File: config.mk
export PLATFORM = sky130hd
export DESIGN_NAME = fixed_substring_detector
export DESIGN_NICKNAME = d
export VERILOG_FILES = /design/src/sv/fsd_pkg.sv /design/src/sv/fsd_pattern.sv /design/src/sv/fsd_text.sv /design/src/sv/fixed_substring_detector.sv
export SDC_FILE = /design/constraint.sdc
export NUM_CORES = 1
export LEC_CHECK = 0
export BUFFER_PORTS_ARGS = -buffer_cell sky130_fd_sc_hd__buf_4
export CORE_MARGIN = 5
export CORE_UTILIZATION = 45
export CTS_BUF_LIST = sky130_fd_sc_hd__clkbuf_4 sky130_fd_sc_hd__clkbuf_8
export DETAILED_ROUTE_END_ITERATION = 7
export SLEW_MARGIN = 20
export SYNTH_ARGS = -nofsm -noshare
export SYNTH_HDL_FRONTEND = slang
export SYNTH_HIERARCHICAL = 1
export SYNTH_SLANG_ARGS = --single-unit
File: constraint.sdc
create_clock -name clk_i -period 18.54 [get_ports clk_i]
set_input_delay 0.927 -clock clk_i [delete_from_list [all_inputs] [get_ports clk_i]]
set_output_delay 0.927 -clock clk_i [all_outputs]
set_load 0.02 [all_outputs]
File: src/sv/fsd_pkg.sv
package fsd_pkg;

  // Default depth of the pattern store and of the text window
  localparam int unsigned MAX_PATTERN_DEF = 32;

  localparam int unsigned BYTE_W = 8;

  // Widths of the stream words
  localparam int unsigned S_TDATA_W = 16;
  localparam int unsigned S_TUSER_W = 1;
  localparam int unsigned M_TDATA_W = 8;

  // Kind of an input word
  typedef enum logic [0:0] {
    FUNC_PATTERN = 1'b0,
    FUNC_TEXT    = 1'b1
  } func_e;

  // Verdict codes
  typedef enum logic [1:0] {
    VERDICT_NO_MATCH = 2'd0,
    VERDICT_MATCH    = 2'd1,
    VERDICT_MISSING  = 2'd2,
    VERDICT_TOO_LONG = 2'd3
  } verdict_e;

  // One accepted input word, unpacked
  typedef struct packed {
    func_e                func;
    logic [BYTE_W-1:0]    data_byte;
    logic                 has_byte;
    logic                 last_of_string;
    logic                 is_missing;
  } item_t;

  // Flags of the stored pattern
  typedef struct packed {
    logic missing;
    logic overflow;
  } pat_status_t;

endpackage

File: src/sv/fsd_pattern.sv
module fsd_pattern #(
  parameter int unsigned MAX_PATTERN = fsd_pkg::MAX_PATTERN_DEF,
  parameter int unsigned LEN_W       = $clog2(MAX_PATTERN + 1)
) (
  input  logic                                  clk_i,
  input  logic                                  rst_ni,
  input  logic                                  upd_i,
  input  fsd_pkg::item_t                        item_i,
  output logic [MAX_PATTERN-1:0][7:0]           pat_o,
  output logic [LEN_W-1:0]                      pat_len_o,
  output fsd_pkg::pat_status_t                  pat_status_o
);
  import fsd_pkg::*;

  // Newest pattern byte sits at index 0
  logic [MAX_PATTERN-1:0][BYTE_W-1:0] pat_q;
  logic [LEN_W-1:0]                   len_q, len_d;
  logic                               closed_q, closed_d;
  logic                               missing_q, missing_d;
  logic                               overflow_q, overflow_d;
  logic [LEN_W-1:0]                   base_len;
  logic                               shift_en;

  // Start a new pattern after a closed one, then append the word
  always_comb begin
    base_len   = closed_q ? '0 : len_q;
    len_d      = len_q;
    closed_d   = closed_q;
    missing_d  = missing_q;
    overflow_d = overflow_q;
    shift_en   = 1'b0;
    if (upd_i) begin
      len_d      = base_len;
      missing_d  = (missing_q & ~closed_q) | item_i.is_missing;
      overflow_d = overflow_q & ~closed_q;
      closed_d   = item_i.last_of_string;
      if (item_i.has_byte) begin
        if (base_len < LEN_W'(MAX_PATTERN)) begin
          len_d    = base_len + LEN_W'(1);
          shift_en = 1'b1;
        end else begin
          overflow_d = 1'b1;
        end
      end
    end
  end

  always_ff @(posedge clk_i or negedge rst_ni) begin
    if (!rst_ni) begin
      len_q      <= '0;
      closed_q   <= 1'b0;
      missing_q  <= 1'b0;
      overflow_q <= 1'b0;
    end else begin
      len_q      <= len_d;
      closed_q   <= closed_d;
      missing_q  <= missing_d;
      overflow_q <= overflow_d;
    end
  end

  // Shift the pattern bytes; entries past the length are never compared
  always_ff @(posedge clk_i) begin
    if (shift_en) begin
      pat_q[0] <= item_i.data_byte;
      for (int unsigned i = 1; i < MAX_PATTERN; i++) begin
        pat_q[i] <= pat_q[i-1];
      end
    end
  end

  assign pat_o                 = pat_q;
  assign pat_len_o             = len_q;
  assign pat_status_o.missing  = missing_q;
  assign pat_status_o.overflow = overflow_q;

endmodule

File: src/sv/fsd_text.sv
module fsd_text #(
  parameter int unsigned MAX_PATTERN = fsd_pkg::MAX_PATTERN_DEF,
  parameter int unsigned LEN_W       = $clog2(MAX_PATTERN + 1)
) (
  input  logic                                  clk_i,
  input  logic                                  rst_ni,
  input  logic                                  upd_i,
  input  fsd_pkg::item_t                        item_i,
  input  logic [MAX_PATTERN-1:0][7:0]           pat_i,
  input  logic [LEN_W-1:0]                      pat_len_i,
  input  fsd_pkg::pat_status_t                  pat_status_i,
  output fsd_pkg::verdict_e                     verdict_o
);
  import fsd_pkg::*;

  // Newest text byte sits at index 0
  logic [MAX_PATTERN-1:0][BYTE_W-1:0] win_q;
  logic [MAX_PATTERN-1:0][BYTE_W-1:0] win_new;
  logic [LEN_W-1:0]                   count_q, count_d, count_new;
  logic                               match_q, match_d;
  logic                               tmiss_q, tmiss_d;
  logic [MAX_PATTERN-1:0]             lane_ok;
  logic                               hit;
  logic                               match_now;
  logic                               tmiss_now;

  // Window as it stands after this byte
  always_comb begin
    win_new[0] = item_i.data_byte;
    for (int unsigned i = 1; i < MAX_PATTERN; i++) begin
      win_new[i] = win_q[i-1];
    end
  end

  assign count_new = (count_q < LEN_W'(MAX_PATTERN)) ? count_q + LEN_W'(1) : count_q;

  // Compare each window lane with the pattern lane of the same age
  always_comb begin
    for (int unsigned i = 0; i < MAX_PATTERN; i++) begin
      lane_ok[i] = (LEN_W'(i) >= pat_len_i) || (win_new[i] == pat_i[i]);
    end
  end

  assign hit       = (count_new >= pat_len_i) && (&lane_ok);
  assign match_now = match_q | (item_i.has_byte & hit);
  assign tmiss_now = tmiss_q | item_i.is_missing;

  // Verdict priority: missing, then too long, then match
  always_comb begin
    if (tmiss_now || pat_status_i.missing) begin
      verdict_o = VERDICT_MISSING;
    end else if (pat_status_i.overflow) begin
      verdict_o = VERDICT_TOO_LONG;
    end else if (match_now) begin
      verdict_o = VERDICT_MATCH;
    end else begin
      verdict_o = VERDICT_NO_MATCH;
    end
  end

  // Advance the text state, clear it at the end of a string
  always_comb begin
    count_d = count_q;
    match_d = match_q;
    tmiss_d = tmiss_q;
    if (upd_i) begin
      if (item_i.last_of_string) begin
        count_d = '0;
        match_d = 1'b0;
        tmiss_d = 1'b0;
      end else begin
        count_d = item_i.has_byte ? count_new : count_q;
        match_d = match_now;
        tmiss_d = tmiss_now;
      end
    end
  end

  always_ff @(posedge clk_i or negedge rst_ni) begin
    if (!rst_ni) begin
      count_q <= '0;
      match_q <= 1'b0;
      tmiss_q <= 1'b0;
    end else begin
      count_q <= count_d;
      match_q <= match_d;
      tmiss_q <= tmiss_d;
    end
  end

  // Lanes past the byte count are masked by the count check
  always_ff @(posedge clk_i) begin
    if (upd_i && item_i.has_byte) begin
      win_q <= win_new;
    end
  end

endmodule

File: src/sv/fixed_substring_detector.sv
// Channel   Dir  Word layout
// s_axis    in   tdata[7:0] data_byte, [8] has_byte, [9] is_missing; tuser func; tlast last_of_string
// m_axis    out  tdata[1:0] verdict, upper bits zero
//
// An accepted word sits in the input register until it advances; the pattern and
// window compare runs combinationally from it and the verdict lands in the output register.
// One word per cycle outside the stall below; the full parallel window compare sets the path.
// Reset clears lengths, counts and flags; pattern bytes stay unknown until written.
// A held verdict stalls only a text word that ends a string; others flow on.
module fixed_substring_detector #(
  parameter int unsigned MAX_PATTERN = fsd_pkg::MAX_PATTERN_DEF
) (
  input  logic                           clk_i,
  input  logic                           rst_ni,
  input  logic                           s_axis_tvalid,
  output logic                           s_axis_tready,
  input  logic [fsd_pkg::S_TDATA_W-1:0]  s_axis_tdata,  // data_byte, has_byte, is_missing
  input  logic [fsd_pkg::S_TUSER_W-1:0]  s_axis_tuser,  // func
  input  logic                           s_axis_tlast,
  output logic                           m_axis_tvalid,
  input  logic                           m_axis_tready,
  output logic [fsd_pkg::M_TDATA_W-1:0]  m_axis_tdata   // verdict
);
  import fsd_pkg::*;

  localparam int unsigned LEN_W = $clog2(MAX_PATTERN + 1);

  logic                               s1_valid_q;
  item_t                              s1_item_q;
  item_t                              in_item;
  logic                               s1_produces;
  logic                               s1_advance;
  logic                               m_valid_q;
  verdict_e                           verdict_q;
  verdict_e                           verdict;
  logic [MAX_PATTERN-1:0][BYTE_W-1:0] pat;
  logic [LEN_W-1:0]                   pat_len;
  pat_status_t                        pat_status;

  // Unpack the input word
  assign in_item.func           = func_e'(s_axis_tuser[0]);
  assign in_item.data_byte      = s_axis_tdata[7:0];
  assign in_item.has_byte       = s_axis_tdata[8];
  assign in_item.is_missing     = s_axis_tdata[9];
  assign in_item.last_of_string = s_axis_tlast;

  // Only a text word that ends a string needs the output register
  assign s1_produces   = (s1_item_q.func == FUNC_TEXT) && s1_item_q.last_of_string;
  assign s1_advance    = s1_valid_q && (!s1_produces || !m_valid_q || m_axis_tready);
  assign s_axis_tready = !s1_valid_q || s1_advance;

  // Input register
  always_ff @(posedge clk_i or negedge rst_ni) begin
    if (!rst_ni) begin
      s1_valid_q <= 1'b0;
    end else if (s_axis_tready) begin
      s1_valid_q <= s_axis_tvalid;
    end
  end

  always_ff @(posedge clk_i) begin
    if (s_axis_tvalid && s_axis_tready) begin
      s1_item_q <= in_item;
    end
  end

  fsd_pattern #(
    .MAX_PATTERN (MAX_PATTERN),
    .LEN_W       (LEN_W)
  ) u_pattern (
    .clk_i        (clk_i),
    .rst_ni       (rst_ni),
    .upd_i        (s1_advance && (s1_item_q.func == FUNC_PATTERN)),
    .item_i       (s1_item_q),
    .pat_o        (pat),
    .pat_len_o    (pat_len),
    .pat_status_o (pat_status)
  );

  fsd_text #(
    .MAX_PATTERN (MAX_PATTERN),
    .LEN_W       (LEN_W)
  ) u_text (
    .clk_i        (clk_i),
    .rst_ni       (rst_ni),
    .upd_i        (s1_advance && (s1_item_q.func == FUNC_TEXT)),
    .item_i       (s1_item_q),
    .pat_i        (pat),
    .pat_len_i    (pat_len),
    .pat_status_i (pat_status),
    .verdict_o    (verdict)
  );

  // Output register: load a verdict, drop it once taken
  always_ff @(posedge clk_i or negedge rst_ni) begin
    if (!rst_ni) begin
      m_valid_q <= 1'b0;
    end else if (s1_advance && s1_produces) begin
      m_valid_q <= 1'b1;
    end else if (m_axis_tready) begin
      m_valid_q <= 1'b0;
    end
  end

  always_ff @(posedge clk_i) begin
    if (s1_advance && s1_produces) begin
      verdict_q <= verdict;
    end
  end

  assign m_axis_tvalid = m_valid_q;
  assign m_axis_tdata  = {{(M_TDATA_W-2){1'b0}}, verdict_q};

endmodule

Yosys cells after proc, flatten, opt, wreduce, memory -nomap -nowiden
Cells that the tools add are included.
{"block": "word_totals", "output_inout_bits": 10, "word_cells": 225, "ff_bits": 537, "input_bits": 22}
{"block": "op_classes", "eq_ne": 32, "magnitude_cmp": 35, "n_bitwise": 8, "reduce_logical": 52, "addsub": 2, "muxes": 17}
{"operator": "$eq 8x8->1", "count": 32}
{"operator": "$ge 5x6->1 const A", "count": 16}
{"operator": "$ge 4x6->1 const A", "count": 8}
{"operator": "$logic_or 1x1->1", "count": 36}
{"operator": "$mux 6", "count": 6}
{"operator": "$reduce_and 32->1", "count": 1}
{"operator": "$ge 3x6->1 const A", "count": 4}
{"operator": "$add 6x1->6 const B", "count": 2}
{"operator": "$ge 1x6->1 const A", "count": 2}
{"operator": "$ge 2x6->1 const A", "count": 2}
{"operator": "$lt 6x6->1 const B", "count": 2}
{"operator": "$mux 1", "count": 11}
{"operator": "$logic_and 1x1->1", "count": 8}
{"operator": "$ge 6x6->1", "count": 1}
{"operator": "$reduce_bool 2->1", "count": 2}
{"operator": "$and 1x1->1", "count": 3}
{"operator": "$logic_not 1->1", "count": 3}
{"operator": "$or 1x1->1", "count": 3}
{"operator": "$not 1->1", "count": 2}
{"operator": "$reduce_and 2->1", "count": 1}
{"operator": "$reduce_or 2->1", "count": 1}

Logic depth before layout (Yosys ltp)
{"block": "depth", "word_depth": 8, "mapped_depth": 11, "depth_no_buf": 10}

Cells and area by module
Netlist, hierarchy kept.
{"mod": "fsd_text", "cells_per_inst": 720, "area_each_um2": 11280.8, "n_inst": 1, "seq_area_each_um2": 7647.3}
{"mod": "fsd_pattern", "cells_per_inst": 301, "area_each_um2": 8157.8, "n_inst": 1, "seq_area_each_um2": 7912.6}
{"mod": "fixed_substring_detector", "cells_per_inst": 34, "area_each_um2": 589.3, "n_inst": 1, "seq_area_each_um2": 470.5}

Worst setup path before layout
Ideal clock, no wire load.
{"block": "synth_path", "path_kind": "flip-flop to flip-flop", "startpoint": "reg s1_item_q[11] in the netlist's numbering", "endpoint": "reg u_pattern.pat_q (netlist bit u_pattern/pat_o[0]), enable pin", "path_stages_with_launch": 4, "n_path_buf": 0, "t_arrival_ns": 12.016, "period_less_slack_ns": 12.927, "setup_time_ns": 0.911, "required_time_ns": 17.629, "slack_ns": 5.613, "cell_sequence": "edfxtp_1 > and2b_1 > nand2_1 > nor2b_1"}
{"block": "synth_between", "elab_chain_cells": 7, "word_cells_on_any_way": 8, "cone_classes": "mux (1); bitwise (1); reduce/logical (6)"}
{"element": "start: declaration", "line_no": "fixed_substring_detector.sv:29", "rtl": "item_t s1_item_q;"}
{"element": "start signal: assignment", "line_no": "fixed_substring_detector.sv:63", "rtl": "s1_item_q <= in_item;"}
{"element": "$logic_and 1x1->1", "line_no": "fixed_substring_detector.sv:48", "rtl": "assign s1_produces = (s1_item_q.func == FUNC_TEXT) && s1_item_q.last_of_string;"}
{"element": "$logic_not 1->1", "line_no": "fixed_substring_detector.sv:49", "rtl": "assign s1_advance = s1_valid_q && (!s1_produces || !m_valid_q || m_axis_tready);"}
{"element": "$logic_or 1x1->1 (2 in a row)", "line_no": "fixed_substring_detector.sv:49"}
{"element": "$logic_and 1x1->1", "line_no": "fixed_substring_detector.sv:49"}
{"element": "$logic_and 1x1->1 (*)", "line_no": "fixed_substring_detector.sv:73", "rtl": ".upd_i (s1_advance && (s1_item_q.func == FUNC_PATTERN)),"}
{"element": "$mux 1 (*)", "line_no": "fsd_pattern.sv:32", "rtl": "if (upd_i) begin"}
{"element": "named net u_pattern.shift_en", "line_no": "fsd_pattern.sv:22", "rtl": "logic shift_en;"}
{"element": "end signal: indexed assignment", "line_no": "fsd_pattern.sv:67", "rtl": "pat_q[i] <= pat_q[i-1];"}
{"element": "end: declaration", "line_no": "fsd_pattern.sv:16", "rtl": "logic [MAX_PATTERN-1:0][BYTE_W-1:0] pat_q;"}
Mark *: on every way through the listed nets, which the timed path passes. The rest lies on a longest branch.
A chain may end at the register's enable or synchronous reset.

Final worst setup path
{"block": "layout_path", "startpoint": "reg m_valid_q, in the netlist m_axis_tvalid", "endpoint": "reg u_text.win_q (netlist bit u_text/win_new[73]), enable pin"}
{"block": "layout_between", "elab_chain_cells": 6}
{"element": "start: declaration", "line_no": "fixed_substring_detector.sv:33", "rtl": "logic m_valid_q;"}
{"element": "start signal: assignment", "line_no": "fixed_substring_detector.sv:97", "rtl": "m_valid_q <= 1'b0;"}
{"element": "start signal: assignment", "line_no": "fixed_substring_detector.sv:99", "rtl": "m_valid_q <= 1'b1;"}
{"element": "start signal: assignment", "line_no": "fixed_substring_detector.sv:101", "rtl": "m_valid_q <= 1'b0;"}
{"element": "$logic_not 1->1", "line_no": "fixed_substring_detector.sv:49"}
{"element": "$logic_or 1x1->1 (2 in a row)", "line_no": "fixed_substring_detector.sv:49"}
{"element": "$logic_and 1x1->1", "line_no": "fixed_substring_detector.sv:49"}
{"element": "$logic_and 1x1->1", "line_no": "fixed_substring_detector.sv:86", "rtl": ".upd_i (s1_advance && (s1_item_q.func == FUNC_TEXT)),"}
{"element": "$logic_and 1x1->1", "line_no": "fsd_text.sv:93", "rtl": "if (upd_i && item_i.has_byte) begin"}
{"element": "end signal: assignment", "line_no": "fsd_text.sv:94", "rtl": "win_q <= win_new;"}
{"element": "end: declaration", "line_no": "fsd_text.sv:17", "rtl": "logic [MAX_PATTERN-1:0][BYTE_W-1:0] win_q;"}
Every way passes these cells.

==> results.py <==
metrics = {
    "critical_path": {
        "cp_slowest_cell": "and2_4",
        "arrival_ns": 3.59,
        "cp_data_required_time_ns": 18.79,
        "path_delay_family": "simple AND/OR/NAND/NOR gates",
        "max_stage_delay_ns": 0.85,
        "cp_cell_sequence": "and2b_2 > a21oi_1 > and2_4 > buf_4",
        "path_class": "flop to flop",
        "worst_setup_path_end_kind": "flop",
        "crit_path_start_kind": "flop",
        "path_max_fanout": 58,
        "path_buf_inv": 1,
    },
    "timing": {
        "post-route-min-period_ns": 3.34,
        "tightest_slew_ns": 1.04,
        "grt_setup_unrepaired": "false",
        "finalHoldViolations": 0,
        "post-route-period-util_pct": 18.0,
        "drv_slew": 0,
        "max_freq_mhz": 299,
        "setup_viol": 0,
        "tns_ns": 0,
        "relSlewSlack_pct": 30.0,
        "fin_skew_ns": 0.0252,
        "hold_ws_ns": 0.164,
    },
    "clocking": {
        "clock-sinks": 537,
        "cts_tree": "built",
        "cts_root_buf": "clkbuf_8",
        "cts_made_buffers": 83,
        "ctsResizeCount": 0,
        "clk_latency_ns": 0.64,
        "cts_buffer_depth": 3,
        "htreeDepth": 3,
        "post_cts_buffers": 0,
        "hold_buffers": 0,
        "clkTransAtPathRegs_ns": 0.06,
    },
    "cells_and_area": {
        "drive_above_1_share_pct": 14.3,
        "area_growth_syn_to_layout_pct": 12.2,
        "fin_nets": 1182,
        "diodes": 0,
    },
    "placement": {
        "dp_hpwl_microns": 22000,
        "port_buffers": 19,
        "gp_congestion": 0.782,
    },
    "die": {
        "core_sq_um": 44100,
        "io_pins": 32,
        "start_util_pct": 45.4,
        "die_area_sq_um": 48800,
        "rows": 77,
        "die_x_microns": 221,
        "die_h_microns": 221,
    },
    "logic_synthesis": {
        "async_flop_share_pct": 3.54,
        "yosysWarnings": 6,
        "post_synth_num_cell_types": 65,
        "yosysMostFrequentCell": "edfxtp_1",
        "synthesis.area_sq_um": 20000,
        "synth_ff_type": "edfxtp_1",
        "netlist_top_cells_count": "edfxtp_1, xor2_1, xnor2_1, nor4_1, nand4_1",
        "syn_inst": 1055,
        "yosysSeqAreaShare_pct": 80.0,
        "syn_avg_cell_area_sq_um": 19.0,
        "ys_top_cells_by_area": "edfxtp_1, xor2_1, xnor2_1",
        "synth_top_area_share_pct": 77.7,
        "yosys.area.top_type": "edfxtp_1",
        "synth_edf_count": 518,
        "ys_seq_elements": 537,
    },
    "power": {
        "p_per_area_nw_per_um2": 110,
        "ir_worst_vdd_uv": 85.4,
        "p_leak_uw": 0.00743,
    },
    "detailed_routing": {
        "routedWlPerCell_microns": 19.4,
        "wl_microns": 34900,
        "dr.pass1.iters": 5,
        "ant_nets": 0,
        "drc": 0,
        "viasPerCell": 5.04,
        "vias": 9083,
        "drt_iter0_drc": 702,
    },
    "worst_hold_path": {
        "hold_path.class": "input port to async pin",
    },
    "global_routing": {
        "grt_pass1_wl_microns": 53800,
        "overflow": 0,
        "track_usage_pct": 14.2,
        "grt_max_degree": 142,
        "grt_pass1_vias": 9492,
        "antenna_found_initial": 0,
    },
    "status": {
        "status": "finished clean",
    },
    "flow_run": {
        "maxCapViolations": 0,
    },
}
## registers in the layout (all words and copies together) (netlist names)
signal,cells
m_axis_tvalid,1
s1_item_q,12
s1_valid_q,1
u_pattern/closed_q,1
u_pattern/missing_q,1
u_pattern/overflow_q,1
u_pattern/pat_len_o,6
u_pattern/pat_o,256
u_text/count_q,6
u_text/match_q,1
u_text/tmiss_q,1
u_text/win_new,248
verdict_q,2
## per-stage QoR
step	total power (uW)	cell area [sq um]	setup slack [ns]	cells	utilization, %
2_1_floorplan	1540	20000	5.61	1060	-
3_3_place_gp	1570	20900	14.50	1660	47.4
3_5_place_dp	1570	20900	14.51	1660	47.4
4_1_cts	2510	22500	15.11	1801	50.9
5_1_grt	2590	22500	14.96	1801	50.9
6_report	2480	22500	15.20	1801	50.9
## layout make-up
cell class	count	area, sq um
fill	3627	21700
sequential	537	16000
multi-input combinational	499	3890
clock buffer	118	1430
tap	592	741
timing repair buffer	24	205
clock inverter	23	134
inverter	8	30.0
## metal layers
metal	vias up	part of all wire (%)	global-route usage, %
li1	4243	-	-
met1	4580	42	18.8
met2	200	50	23.4
met3	60	5.1	3.58
met4	0	2.0	4.12
met5	-	0	0
## placed cells by master (no fill, tap or decap), drive strengths merged, types with 3 or more instances in the layout
cell and instances:
nor3 4, and3 3, xnor2 76, nor2 14, nor4 47, ha 7, nand4 25, a31oi 6
nand2 21, a22oi 5, a21o 3, dfrtp 19, inv 11, o21ai 14, a21oi 16, buf 24
clkbuf 118, a32o 3, edfxtp 518, or4 3, xor2 186, a2111oi 4, nor2b 7, or2 3
conb 6, a41oi 3, clkinv 18, nand3 6, nand2b 5
## kinds of logic (layout without fill, tap and decap cells)
family	count (synthesis)	count (layout)	share of synthesized area, %
other	1	6	0.0187
flip-flops	537	537	80.0
XOR/XNOR	262	262	11.5
buffers and inverters	24	173	0.675
AO/OA/AOI/OAI	76	76	2.81
adder cells (fa/ha/maj)	7	7	0.437
multiplexers	2	2	0.112
AND/OR/NAND/NOR	146	146	4.45
## power by group
group	internal, uW	total [uW]	switching (uW)
clock	508	936	428
combinational	53.0	133	79.7
sequential	1370	1410	39.8
total	1930	2480	548
## final timing paths
path	endpoint	cells after the start	from	slack (ns)
hold reg to reg	u_pattern/pat_o[237]$_DFFE_PP_	0	u_pattern/pat_o[229]$_DFFE_PP_	0.46
max in group asynchronous	u_text/count_q[0]$_DFFE_PN0P_	1	rst_ni	18.17
hold / removal	u_pattern/pat_len_o[4]$_DFFE_PN0P_	1	rst_ni	0.16
setup / recovery	u_text/win_new[73]$_DFFE_PP_	4	m_axis_tvalid$_DFFE_PN0P_	15.20
setup reg to reg	u_text/win_new[73]$_DFFE_PP_	4	m_axis_tvalid$_DFFE_PN0P_	15.20
min in group clk_i	u_pattern/pat_o[237]$_DFFE_PP_	0	u_pattern/pat_o[229]$_DFFE_PP_	0.46
No activity file was read; power rests on OpenSTA's default activity.
